## src/hdl/running_median_sample_filter_defines.svh

```systemverilog
// ----------------------------------------------------------------------------
// Running median sample filter: assertion macros
// Shared assertion wrappers, sampled on clk_i and disabled while rst_ni is low.
// ----------------------------------------------------------------------------
`ifndef RUNNING_MEDIAN_SAMPLE_FILTER_DEFINES_SVH
`define RUNNING_MEDIAN_SAMPLE_FILTER_DEFINES_SVH

// The property holds in every cycle.
`define RMF_ASSERT(lbl, prop) \
  lbl: assert property (@(posedge clk_i) disable iff (!rst_ni) (prop)) \
    else $error("rmf assertion failed");

// The consequent holds in the cycle after the antecedent.
`define RMF_ASSERT_NEXT(lbl, ante, cons) \
  lbl: assert property (@(posedge clk_i) disable iff (!rst_ni) (ante) |=> (cons)) \
    else $error("rmf assertion failed");

// The consequent holds in the same cycle as the antecedent.
`define RMF_ASSERT_IMPL(lbl, ante, cons) \
  lbl: assert property (@(posedge clk_i) disable iff (!rst_ni) (ante) |-> (cons)) \
    else $error("rmf assertion failed");

`endif

```

## src/hdl/rmf_pkg.sv

```systemverilog
// ----------------------------------------------------------------------------
// Running median sample filter: package
// Sizes, payload types and the link records passed between sorting cells.
// ----------------------------------------------------------------------------
package rmf_pkg;

  localparam int Window     = 15;
  localparam int SampleBits = 10;
  localparam int AdcW       = 10;
  localparam int CountFldW  = 4;
  localparam int AgeW       = (Window > 1) ? $clog2(Window) : 1;
  localparam int CntW       = $clog2(Window + 1);

  typedef struct packed {
    logic [AdcW-1:0] adc_sample;
    logic            sample_valid;
  } in_payload_t;

  typedef struct packed {
    logic [AdcW-1:0]      median_value;
    logic [CountFldW-1:0] window_count;
  } out_payload_t;

  // Passed from a cell to its upper neighbor.
  typedef struct packed {
    logic [SampleBits-1:0] val;
    logic [AgeW-1:0]       age;
    logic                  occ;
    logic                  lt;
    logic                  gap;
    logic                  drop;
    logic [SampleBits-1:0] tap_lo;
    logic [SampleBits-1:0] tap_hi;
  } cell_up_t;

  // Passed from a cell to its lower neighbor.
  typedef struct packed {
    logic [SampleBits-1:0] val;
    logic [AgeW-1:0]       age;
    logic                  le;
  } cell_dn_t;

endpackage

```

## src/hdl/rmf_stream_if.sv

```systemverilog
// ----------------------------------------------------------------------------
// Running median sample filter: stream interfaces
// Valid/ready channels for incoming samples and outgoing medians.
// ----------------------------------------------------------------------------
interface rmf_in_if;
  logic                 valid;
  logic                 ready;
  rmf_pkg::in_payload_t payload;

  modport source (output valid, output payload, input ready);
  modport sink (input valid, input payload, output ready);
endinterface

interface rmf_out_if;
  logic                  valid;
  logic                  ready;
  rmf_pkg::out_payload_t payload;

  modport source (output valid, output payload, input ready);
  modport sink (input valid, input payload, output ready);
endinterface

```

## src/hdl/rmf_cell.sv

```systemverilog
// ----------------------------------------------------------------------------
// Running median sample filter: sorting cell
// One slot of the sorted window. Holds a sample and its age, and on an insert
// takes its next content from itself, a neighbor or the new sample.
// ----------------------------------------------------------------------------
module rmf_cell (
  input  logic                              clk_i,
  input  logic                              rst_ni,
  input  logic [rmf_pkg::AgeW-1:0]          idx_i,
  input  logic [rmf_pkg::SampleBits-1:0]    sample_i,
  input  logic                              insert_i,
  input  logic                              full_i,
  input  logic [rmf_pkg::AgeW-1:0]          lo_idx_i,
  input  logic [rmf_pkg::AgeW-1:0]          hi_idx_i,
  input  rmf_pkg::cell_up_t                 up_i,
  output rmf_pkg::cell_up_t                 up_o,
  input  rmf_pkg::cell_dn_t                 dn_i,
  output rmf_pkg::cell_dn_t                 dn_o
);

  logic [rmf_pkg::SampleBits-1:0] val_q, val_d;
  logic [rmf_pkg::AgeW-1:0]       age_q, age_d;
  logic                           occ_q, occ_d;
  logic                           drop, le, gap, lt, ins;
  logic [rmf_pkg::AgeW-1:0]       src_age;

  assign drop = full_i && occ_q && (age_q == rmf_pkg::AgeW'(rmf_pkg::Window - 1));
  assign le   = occ_q && !drop && (val_q <= sample_i);
  assign gap  = up_i.gap || drop;
  assign lt   = gap ? dn_i.le : le;
  assign ins  = !lt && up_i.lt;

  always_comb begin
    val_d   = val_q;
    age_d   = age_q;
    src_age = age_q;
    occ_d   = occ_q;
    if (insert_i) begin
      occ_d = full_i ? occ_q : (occ_q || up_i.occ);
      if (lt) begin
        if (gap) begin
          val_d   = dn_i.val;
          src_age = dn_i.age;
        end else begin
          src_age = age_q;
        end
        age_d = src_age + 1'b1;
      end else if (ins) begin
        val_d = sample_i;
        age_d = '0;
      end else begin
        if (!up_i.gap) begin
          val_d   = up_i.val;
          src_age = up_i.age;
        end
        age_d = src_age + 1'b1;
      end
    end
  end

  always_ff @(posedge clk_i or negedge rst_ni) begin
    if (!rst_ni) begin
      occ_q <= 1'b0;
    end else begin
      occ_q <= occ_d;
    end
  end

  always_ff @(posedge clk_i) begin
    val_q <= val_d;
    age_q <= age_d;
  end

  always_comb begin
    up_o.val    = val_q;
    up_o.age    = age_q;
    up_o.occ    = occ_q;
    up_o.lt     = lt;
    up_o.gap    = gap;
    up_o.drop   = drop;
    up_o.tap_lo = up_i.tap_lo | ((occ_q && idx_i == lo_idx_i) ? val_q : '0);
    up_o.tap_hi = up_i.tap_hi | ((occ_q && idx_i == hi_idx_i) ? val_q : '0);
    dn_o.val    = val_q;
    dn_o.age    = age_q;
    dn_o.le     = le;
  end

endmodule

```

## src/hdl/running_median_sample_filter.sv

```systemverilog
// ----------------------------------------------------------------------------
// Running median sample filter: top level
// Each transaction carries one converter sample. A valid sample enters a
// sliding window of the last 15 samples, kept sorted in a chain of 15 cells
// that drop the oldest sample and insert the new one in the same cycle. Each
// transaction returns the window median and fill count. The sorted chain is
// updated in the cycle a transaction is accepted; the median is registered
// from the pending transaction once the output register is free or being
// drained, and the input takes no new transaction while one is pending. A
// finished result waiting at the output does not hold back the next input
// transaction.
// ----------------------------------------------------------------------------
`include "running_median_sample_filter_defines.svh"

module running_median_sample_filter (
  input  logic             clk_i,
  input  logic             rst_ni,
  rmf_in_if.sink           in_i,
  rmf_out_if.source        out_o
);

  logic                                 accept, load, insert, full;
  logic                                 pend_q;
  logic                                 out_valid_q;
  rmf_pkg::out_payload_t                out_q;
  logic [rmf_pkg::CntW-1:0]             count_q;
  logic [rmf_pkg::SampleBits-1:0]       sample;
  logic [rmf_pkg::AgeW-1:0]             lo_idx, hi_idx;
  logic [rmf_pkg::SampleBits:0]         pair_sum;
  logic [rmf_pkg::SampleBits-1:0]       median;
  logic [rmf_pkg::Window-1:0]           occ_vec, drop_vec;
  rmf_pkg::cell_up_t                    up_link [0:rmf_pkg::Window];
  rmf_pkg::cell_dn_t                    dn_link [0:rmf_pkg::Window];

  assign in_i.ready = !pend_q;
  assign accept     = in_i.valid && !pend_q;
  assign insert     = accept && in_i.payload.sample_valid;
  assign sample     = rmf_pkg::SampleBits'(in_i.payload.adc_sample);
  assign load       = pend_q && (!out_valid_q || out_o.ready);
  assign full       = up_link[rmf_pkg::Window].occ;

  assign lo_idx = rmf_pkg::AgeW'((count_q - 1'b1) >> 1);
  assign hi_idx = rmf_pkg::AgeW'(count_q >> 1);

  always_comb begin
    up_link[0]                 = '0;
    up_link[0].occ             = 1'b1;
    up_link[0].lt              = 1'b1;
    dn_link[rmf_pkg::Window]   = '0;
  end

  for (genvar i = 0; i < rmf_pkg::Window; i++) begin : g_cell
    rmf_cell u_cell (
      .clk_i    (clk_i),
      .rst_ni   (rst_ni),
      .idx_i    (rmf_pkg::AgeW'(i)),
      .sample_i (sample),
      .insert_i (insert),
      .full_i   (full),
      .lo_idx_i (lo_idx),
      .hi_idx_i (hi_idx),
      .up_i     (up_link[i]),
      .up_o     (up_link[i+1]),
      .dn_i     (dn_link[i+1]),
      .dn_o     (dn_link[i])
    );
    assign occ_vec[i]  = up_link[i+1].occ;
    assign drop_vec[i] = up_link[i+1].drop;
  end

  assign pair_sum = {1'b0, up_link[rmf_pkg::Window].tap_lo}
                  + {1'b0, up_link[rmf_pkg::Window].tap_hi};
  assign median   = (count_q == '0) ? '0 : pair_sum[rmf_pkg::SampleBits:1];

  always_ff @(posedge clk_i or negedge rst_ni) begin
    if (!rst_ni) begin
      pend_q      <= 1'b0;
      out_valid_q <= 1'b0;
      count_q     <= '0;
    end else begin
      if (accept) begin
        pend_q <= 1'b1;
      end else if (load) begin
        pend_q <= 1'b0;
      end
      if (load) begin
        out_valid_q <= 1'b1;
      end else if (out_o.ready) begin
        out_valid_q <= 1'b0;
      end
      if (insert && count_q != rmf_pkg::CntW'(rmf_pkg::Window)) begin
        count_q <= count_q + 1'b1;
      end
    end
  end

  always_ff @(posedge clk_i) begin
    if (load) begin
      out_q.median_value <= rmf_pkg::AdcW'(median);
      out_q.window_count <= rmf_pkg::CountFldW'(count_q);
    end
  end

  assign out_o.valid   = out_valid_q;
  assign out_o.payload = out_q;

  `RMF_ASSERT_NEXT(a_accept_pending, accept, pend_q)
  `RMF_ASSERT_NEXT(a_count_grows, insert && count_q != rmf_pkg::CntW'(rmf_pkg::Window),
    count_q == rmf_pkg::CntW'($past(count_q) + 1'b1))
  `RMF_ASSERT(a_occ_matches_count, $countones(occ_vec) == count_q)
  `RMF_ASSERT_IMPL(a_one_oldest_when_full, full, $onehot(drop_vec))
  `RMF_ASSERT_IMPL(a_result_from_pending, $rose(out_valid_q), $past(pend_q))

endmodule
```

## src/flat_wrapper.sv

```systemverilog
// flat-port wrapper written by rule: the top's interface ports become plain ports
module running_median_sample_filter_flat 
  (clk_i, rst_ni, in_i_valid, in_i_payload, in_i_ready, out_o_valid, out_o_payload, out_o_ready);
  rmf_in_if in_i_i ();
  rmf_out_if out_o_i ();
  input  logic clk_i;
  input  logic rst_ni;
  input wire logic [$bits(in_i_i.valid)-1:0] in_i_valid;
  input wire logic [$bits(in_i_i.payload)-1:0] in_i_payload;
  output wire logic [$bits(in_i_i.ready)-1:0] in_i_ready;
  output wire logic [$bits(out_o_i.valid)-1:0] out_o_valid;
  output wire logic [$bits(out_o_i.payload)-1:0] out_o_payload;
  input wire logic [$bits(out_o_i.ready)-1:0] out_o_ready;
  assign in_i_i.valid = in_i_valid;
  assign in_i_i.payload = in_i_payload;
  assign in_i_ready = in_i_i.ready;
  assign out_o_valid = out_o_i.valid;
  assign out_o_payload = out_o_i.payload;
  assign out_o_i.ready = out_o_ready;
  running_median_sample_filter u_core (.clk_i(clk_i), .rst_ni(rst_ni), .in_i(in_i_i), .out_o(out_o_i));
endmodule
```

## config.mk

```make
export PLATFORM = sky130hd
export DESIGN_NAME = running_median_sample_filter_flat
export DESIGN_NICKNAME = d
export VERILOG_FILES = /design/src/hdl/rmf_pkg.sv /design/src/hdl/rmf_stream_if.sv /design/src/hdl/rmf_cell.sv /design/src/hdl/running_median_sample_filter.sv /design/src/flat_wrapper.sv
export VERILOG_INCLUDE_DIRS = /design/src /design/src/hdl
export SDC_FILE = /design/constraint.sdc
export NUM_CORES = 1
export LEC_CHECK = 0
export BUFFER_PORTS_ARGS = -buffer_cell sky130_fd_sc_hd__buf_2
export CAP_MARGIN = 25
export CORE_MARGIN = 4
export CORE_UTILIZATION = 58
export CTS_BUF_LIST = sky130_fd_sc_hd__clkbuf_8
export CTS_CLUSTER_SIZE = 25
export DETAILED_ROUTE_END_ITERATION = 10
export PLACE_DENSITY = 0.79
export SYNTH_ARGS = -nofsm -noshare
export SYNTH_HDL_FRONTEND = slang
export SYNTH_SLANG_ARGS = --single-unit
```

## constraint.sdc

```tcl
create_clock -name clk_i -period 6.3 [get_ports clk_i]
set_clock_uncertainty 0.05 [all_clocks]
set_input_delay 0.63 -clock clk_i [delete_from_list [all_inputs] [get_ports clk_i]]
set_output_delay 0.63 -clock clk_i [all_outputs]
set_load 0.02 [all_outputs]
```

======== Yosys cells after proc, flatten, opt, wreduce, memory -nomap -nowiden ========
Cells that the tools add are included.
storage, ports and cells
  memory bits (writable) .................. 0
  bits in latches ......................... 0
  word-level logic and storage cells ...... 498
  bits in read-only memories .............. 0
  bits of input ports ..................... 15
  memories ................................ 0
  output and inout bits ................... 16
  flip-flop bits (word level) ............. 245
cells by class
  reductions and logical operators ........ 160
  $mul .................................... 0
  bitwise operators ....................... 15
  $add $sub $neg .......................... 32
  muxes and demuxes ....................... 195
  equal/unequal tests ..................... 31
  divide/modulo/power cells ............... 0
  $lt $le $gt $ge ......................... 15
  shift operators ......................... 0
operator list
  kind                   number
  $mux W10               60
  $mux W4                115
  $le A10 B10 Y1         15
  $or A10 B10 Y10        14
  $add A4 B1 Y4 const B  30
  $logic_and A1 B1 Y1    93
  $eq A4 B4 Y1 const B   15
  $logic_not A1 Y1       31
  $logic_or A1 B1 Y1     29
  $eq A3 B3 Y1 const A   8
  $mux W1                20
  $eq A2 B3 Y1 const A   4
  $logic_not A4 Y1       3
  $add A10 B10 Y11       1
  $eq A1 B3 Y1 const A   2
  $ne A4 B4 Y1 const B   1
  $reduce_and A2 Y1      2
  $reduce_bool A2 Y1     2
  $sub A4 B1 Y4 const B  1
  $ne A2 B2 Y1 const B   1
  $not A1 Y1             1

======== Longest topological paths before layout ========
Gate-level depths: netlist of run 1.
  depth in word-level cells ............... 25
  gate-level depth with buffers ........... 19
  gate-level depth less buffers ........... 17

======== Modules after synthesis ========
A second synthesis of run 1 with hierarchy kept.
unflattened totals
  cell total of the unflattened synthesis .. 2828
  area, all modules ....................... 27961.8 um2
modules (own cells, without submodules)
  module                        seq. area each (um2)  cells an instance  area an instance (um2)  instances
  rmf_cell                      445.4                 181                1781.7                  15
  running_median_sample_filter  570.5                 113                1236.2                  1

======== Least setup slack after synthesis of run 1 ========
OpenSTA, ideal clock, no wires.
  kind .................................... in2reg
  start ................................... in in_i_valid
  end ..................................... reg u_core.count_q[1] in the netlist's numbering
  setup slack ............................. 0.406 ns
  required time ........................... 6.123 ns
  path buffers ............................ 0
  stages .................................. 5
  data arrival time ....................... 5.717 ns
  library setup time ...................... 0.127 ns
  cell sequence ........................... nor2b_1 nand2_1 inv_1 nand2_1 mux2_2
between the ends
  longest elaborated chain between the ends .. 3
ends and longest elaborated chain
  what                                  line                                RTL
  from (decl)                           flat_wrapper.sv:8                   input wire logic [$bits(in_i_i.valid)-1:0] in_i_valid;
  $logic_and A1 B1 Y1                   running_median_sample_filter.sv:36  assign accept = in_i.valid && !pend_q;
  $logic_and A1 B1 Y1                   running_median_sample_filter.sv:37  assign insert = accept && in_i.payload.sample_valid;
  via u_core.g_cell[0].u_cell.insert_i  rmf_cell.sv:11                      input logic insert_i,
  $logic_and A1 B1 Y1                   running_median_sample_filter.sv:91  if (insert && count_q != rmf_pkg::CntW'(rmf_pkg::Window)) begin
  to (signal assigned)                  running_median_sample_filter.sv:92  count_q <= count_q + 1'b1;
  to (decl)                             running_median_sample_filter.sv:26  logic [rmf_pkg::CntW-1:0] count_q;
The timed path passes the listed nets, and every way through them passes these cells.
A chain may end at the register's enable or synchronous reset.

======== Worst setup path after layout of run 1 ========
  start ................................... reg u_core.count_q[1] in the netlist's numbering
  end ..................................... reg u_core.out_q (netlist bit u_core.out_o.payload[13]) (data pin)
between the ends
  longest elaborated chain between the ends .. 12
  elaborated cells between the ends (all ways) .. 65
  those cells by class .................... add/sub: 2; eq/ne: 14; mux: 16; bitwise: 14; reduce/logical: 19
ends and longest elaborated chain
  what                                              line                                RTL
  $sub A4 B1 Y4                                     running_median_sample_filter.sv:42  assign lo_idx = rmf_pkg::AgeW'((count_q - 1'b1) >> 1);
  $eq A1 B3 Y1 or $logic_not A4 Y1 (tied branches)  rmf_cell.sv:81                      up_o.tap_lo = up_i.tap_lo | ((occ_q && idx_i == lo_idx_i) ? val_q : '0);
  $logic_and A1 B1 Y1                               rmf_cell.sv:81
  $mux W10                                          rmf_cell.sv:81
  $or A10 B10 Y10 (7 in a row)                      rmf_cell.sv:81
  $add A10 B10 Y11                                  running_median_sample_filter.sv:72  + {1'b0, up_link[rmf_pkg::Window].tap_hi};
  to (decl)                                         running_median_sample_filter.sv:25  rmf_pkg::out_payload_t out_q;
Several ways; a longest one is shown, not always the timed one.

==> results of run 1 <==
area by class of cell:
type | instances | area, um2
inverters | 68 | 262.8
repair buffers | 74 | 575.6
flip-flops and latches | 245 | 7252
clock inverters | 38 | 192.7
well taps | 448 | 560.5
fillers | 2759 | 12330
multi-input cells | 1586 | 11960
clock buffers | 47 | 646.9
diodes | 2 | 5.005
path summary, 6_finish.rpt:
check	startpoint	endpoint	slack [ps]	depth (start not counted)
max in group asynchronous	rst_ni	u_core.g_cell[10].u_cell.occ_q	5650	1
worst max register to register	u_core.count_q[1]	u_core.out_o.payload[13]	1570	17
worst min register to register	u_core.pend_q	u_core.out_o.valid	470	2
min in group clk_i	out_o_ready	u_core.pend_q	300	3
worst max-delay path	u_core.count_q[1]	u_core.out_o.payload[13]	1570	17
worst min-delay path	rst_ni	u_core.out_o.valid	60	1
state kept, by name (all words and copies together) (netlist names):
name and flops:
u_core.out_o.payload 14, u_core.g_cell.u_cell.age_q 60, u_core.g_cell.u_cell.val_q 150, u_core.pend_q 1, u_core.count_q 4, u_core.out_o.valid 1
u_core.g_cell.u_cell.occ_q 15
report_power, final:
part / internal (mW) / switching (mW)
registers: 2.41 / 0.446
clock network: 0.739 / 0.736
logic: 2.05 / 2.91
total: 5.21 / 4.09
logic make-up (layout without fill, tap and decap cells):
family                   after synthesis  after routing  synth area share [%]
XOR/XNOR                              35             35                 1.535
flip-flops                           245            245                 36.32
buffers and inverters                192            227                 3.997
other                                  0              2                     0
AO/OA/AOI/OAI                        564            564                 20.14
adder cells (fa/ha/maj)              178            178                 11.19
AND/OR/NAND/NOR                      586            586                 15.31
multiplexers                         223            223                 11.50
worst max-delay path, delay by kind of cell, from the launching register on:
| kind | cells | cell delay, ps |
|---|---|---|
| compound gates | 9 | 1760 |
| xor+xnor | 1 | 450 |
| fa+ha+maj | 2 | 700 |
| buf+inv | 1 | 150 |
| flops | 1 | 600 |
| simple gates | 4 | 760 |
cell usage in the layout, fill, tap and decap left out, types with 61 or more instances in the layout:
master / instances
nand2_1: 156
a21oi_1: 83
edfxtp_1: 224
mux2i_1: 173
a22oi_1: 62
nand3_1: 61
o22ai_1: 74
inv_1: 80
ha_1: 177
nor2_1: 105
o21ai_0: 65
layer usage:
layer | vias up | wire length (um) | track usage, %
met5 | - | 0 | 0
met4 | 0 | 3265 | 14.84
met3 | 231 | 8223 | 7.775
met2 | 1205 | 27220 | 47.88
met1 | 8470 | 25570 | 46.24
li1 | 7890 | - | -
==> metrics.txt, run 1 <==
number of nets still failing antenna checks after routing=0; clk slew on worst S/H paths=approximately 60 ps; #FFs+latches synth=between 200 and 250; initial antenna violation count=2; Post-CTS Hold Buffers=0; Layout Utilization=about 63%; Top cell by count, worst path=a21oi_1; clk sinks=245; static leakage=a little under 9 nW; most common cell in the netlist=edfxtp_1; Clock Latency Late Sink=roughly 600 ps; Max-slew headroom=between 20 and 30%; Yosys Warn Count=0; top cell type's share of synthesized area=between 30% and 40%; fmax=about 210 MHz; Post-CTS Resized=0; drt pass-1 iters=8; Crit-path slowest cell=dfrtp_1; Tot Pwr=a little over 9 mW; largest net degree at the start of global routing=between 80 and 90; Post-Route WL=64280 um; mapped cell area=around 20000 um2; DIE HEIGHT=between 150 and 200 um; initial core utilization=roughly three fifths; critical path data arrival time=5020 ps; Gate Count Post-Synth=2023; Synth area leader=edfxtp_1; post-DR vias/cell=between 7 and 8; CP max stage delay=roughly 600 ps; startpoint types=register; CP Cell Sequence=inv_1 -> ha_1 -> xnor2_1 -> nor2_1 -> and3_1 -> a22o_1 -> a221oi_1 -> nand3_1 -> fa_1 -> a21o_1 -> a21oi_1 -> o21bai_1 -> a21oi_1 -> o21bai_1 -> a21oi_1 -> nor2b_1 -> o31a_1; die footprint=37460 um2; Min Hold Slack=59.95 ps; Unique masters post-synth=91; outcome=completed; Post-Place Cells=2417; H-tree Lvls=2; RSZ-0062 raised after global routing=false; # IOs=31; buffer count from post-CTS setup fixing=0; vias in the first global route=roughly 17000; post-route setup TNS=0 ps; setup ws final=~1600 ps; Avg Cell Area, Syn=slightly below 10 um2; global-route wire length before repair=roughly 100000 um; Peak VDD IR=0.0002886 V; ys async rst share=8.571%; clock root cell=clkbuf_8; critical path type=reg2reg; critical path fanouts, max=15; pwr dens=between 400 and 500 nW/um2; number of synthesized flops with an enable pin=224; routability cong.=approximately 0.98; total grt overflow=0; routed vias=17800; nets@finish=about 2200; Synth Flop Type=edfxtp_1; top post-synthesis cells by count=edfxtp_1 (224), ha_1 (177), mux2i_1 (173), nand2_1 (156), nor2_1 (106); Detailed Place HPWL=~45000 um; Hold Violations, Final=0; period utilization=approximately 75%; synth top area cells=edfxtp_1 (34%), ha_1 (11%), mux2i_1 (8.7%); synth-to-layout area growth=7.425%; cts bufs inserted=46; Hold Crit Class=in2async; CTS tree=built; share of cells above drive strength 1=a little under an eighth; Required @ worst endpoint=roughly 6600 ps; Place WS=around 1600 ps; std cell rows=67; DP Area=20530 um2; Non-Filler Instances=between 2000 and 3000; core area=~34000 um2; Seq/Total Area, Yosys=between 30% and 40%; Max Slew Vio Count=0; Total Routing Usage GR=32.73%; WL/cell=25.63 um; number of port buffers=30; Final Critical Period=about 4700 ps; clock buffer depth=3; Slew @ Worst Pin=roughly 1100 ps; die width=slightly below 200 um; Worst setup EP type=register; Final setup viols=0; fin area=approximately 21000 um2; DRT iter0 DRCs=2561; DRC=0; Max-Cap Viols=0; Syn Nets=about 2200
(Power assumes the default switching activity.)
==> inputs of run 2 (changes only) <==
- PLACE_DENSITY: 0.79 -> 0.82
- clock period: 6.3 -> 3.8 ns (I/O delays scaled with it)
==> run 2 against run 1 <==
  * First-iteration DRC count increased by 3.9%
  * Total power increased by 72%
  * Sequential power increased by 64%
  * Wire length increased by 3.0%
  * Flip-flop and latch count unchanged
  * Global-route usage increased by 0.97 points
  * Register-to-register slack got worse by 1400 ps
  * Non-clock buffer count increased by 88
  * Hold slack improved by 15 ps
  * Clock power increased by 61%
  * Critical path type unchanged
  * Largest power group unchanged
==> metrics.txt, run 2 (synthesis gave the netlist of run 1 again) <==
synth-to-layout area growth=12.05%; Slew @ Worst Pin=927.1 ps (-149.5 ps); std cell rows=67 (unchanged); Worst setup EP type=register; routability cong.=1.034 (+5.4%); cts bufs inserted=46 (unchanged); DRC=0 (unchanged); Hold Violations, Final=0 (unchanged); setup ws final=129.5 ps (-1440 ps); number of port buffers=30 (unchanged); Int Pwr=9.051 mW (+74%); commonest non-fill, non-tap cell in the layout=edfxtp_1; fmax=272.4 MHz (+29%); Net Sw Power=6.955 mW (+70%); critical path type=reg2reg; Place WS=14.95 ps (-1544 ps); global-route wire length before repair=101300 um (+2.5%); die footprint=37460 um2 (unchanged); DRT iter0 DRCs=2661 (+3.9%); Total Routing Usage GR=33.70% (+0.97 points); Max-slew headroom=38.07% (+9.8 points); Tot Pwr=16.01 mW (+72%); Max-Cap Viols=0 (unchanged); fin area=22380 um2 (+4.3%); core area=33780 um2 (unchanged); Detailed Place HPWL=48140 um (+6.9%); nets@finish=2302 (+4.0%); Required @ worst endpoint=4090 ps (-2500 ps); # IOs=31 (unchanged); DIE HEIGHT=193.6 um (unchanged); post-DR vias/cell=7.025 (-1.0%); share of cells above drive strength 1=15.80% (+4.3 points); Post-Route WL=66230 um (+3.0%); Peak VDD IR=0.0005438 V (+88%); Max Slew Vio Count=0 (unchanged); CTS tree=built; biggest regs=u_core.g_cell.u_cell.val_q: 150 flops, u_core.g_cell.u_cell.age_q: 60 flops, u_core.g_cell.u_cell.occ_q: 15 flops; critical path data arrival time=3960 ps (-1060 ps); RSZ-0062 raised after global routing=true; Seq pwr share=29.4% (-1.4 points); initial antenna violation count=0 (-2); clock root cell=clkbuf_8; period utilization=96.59% (+22 points); most frequent cells in the layout=edfxtp_1 (224), mux2i_1 (173), ha_1 (172); DP Area=21460 um2 (+4.6%); startpoint types=register; static leakage=9.185 nW (+5.7%); critical path fanouts, max=4 (-11); Hold Crit Class=in2reg; initial core utilization=59.11% (unchanged); Combinational Power Share=55.8% (+2.4 points); clock network power share=14.9% (-1.0 points); pwr dens=715.3 nW/um2 (+65%); H-tree Lvls=2 (unchanged); clock buffer depth=3 (unchanged); sw frac=43.45% (-0.52 points); die width=193.6 um (unchanged); number of nets still failing antenna checks after routing=0 (unchanged); outcome=completed; Non-Filler Instances=2594 (+3.4%); largest net degree at the start of global routing=77 (-13%); clk sinks=245 (unchanged); Final Critical Period=3670 ps (-1060 ps); Clock Latency Late Sink=600 ps (about the same); drt pass-1 iters=6 (-2); Final setup viols=0 (unchanged); Inserted Diodes=0 (-2); Post-Place Cells=2505 (+3.6%); vias in the first global route=17740 (+4.1%); routed vias=18220 (+2.4%); Min Hold Slack=74.94 ps (+14.99 ps); WL/cell=25.53 um (-0.39%); total grt overflow=0 (unchanged); largest register by flop count=u_core.g_cell.u_cell.val_q; clk slew on worst S/H paths=60 ps (about the same); max reg flops=150 (unchanged); number of fill cells=2591 (-6.1%)
## run 2: cell count changes in the layout (fill, tap and decap cells not counted), sizes merged
cell / delta
clkinv: +1
bufinv: -1
clkinvlp: +1
diode: -2
buf: +87
inv: -1
dlygate4sd3: +1
## run 2: power by group through the flow
stage          Sequential, mW  Clock [mW]  Combinational (mW)
2_1_floorplan            4.49           0                6.30
3_3_place_gp             4.67           0                8.26
3_5_place_dp             4.69           0                8.58
4_1_cts                  4.63        2.39                8.68
5_1_grt                  4.71        2.52                9.71
6_report                 4.70        2.38                8.92
## run 2: repair_timing
action | 4_1_cts | 5_1_grt
endpoints found under the hold margin | 21 | 0
hold buffers | 1 | 0
pin swaps | 0 | 2
endpoints found under the setup margin | 1 | 25
resized for setup | 1 | 13
setup buffers | 2 | 1
## run 2: layer usage
layer	global-route usage [%]	vias up	share of wire [%]
met5	0	-	0
met2	51.96	1201	44
met1	46.58	8766	39
li1	-	8069	-
met3	7.184	187	13
met4	13.53	0	4.1
## run 2: worst max-delay path, cell delays in order, from the launching register on
cell and delay, ps:
dfrtp_1 430, inv_2 90, ha_4 190, xnor2_2 140
and2_1 180, and3_1 190, a22o_1 230, a221oi_2 200
nand3_2 140, fa_2 420, a21o_1 200, a21oi_2 140
o21bai_1 90, a21oi_2 160, o21bai_1 90, a21oi_2 170
nor2b_1 60, o31a_1 230
## run 2: metrics by stage
step | util [%] | TNS, ps
floorplan | - | -49670
global placement | 63.53 | 0
detailed placement | 63.53 | 0
CTS | 66.02 | 0
global route | 66.23 | -54.75
finish | 66.23 | 0
## run 2: area by class of cell
class / count / area (um2) / area share (%)
clock buffer: 47 / 646.9 / 2.891
clock inverter: 38 / 161.4 / 0.7214
inverter: 68 / 261.5 / 1.169
multi-input combinational: 1586 / 12100 / 54.07
sequential: 245 / 7253 / 32.42
tap: 448 / 560.5 / 2.505
timing repair buffer: 162 / 1394 / 6.229
## run 2: final timing paths
path / startpoint / endpoint / slack (ps) / depth (start not counted)
worst max-delay path: u_core.count_q[0] / u_core.out_o.payload[13] / 130 / 17
worst min-delay path: out_o_ready / u_core.out_o.valid / 70 / 3
worst max register to register: u_core.count_q[0] / u_core.out_o.payload[13] / 130 / 17
worst min register to register: u_core.g_cell[12].u_cell.occ_q / u_core.g_cell[12].u_cell.occ_q / 500 / 1
max in group asynchronous: rst_ni / u_core.count_q[1] / 2890 / 2
min in group asynchronous: rst_ni / u_core.out_o.valid / 320 / 2
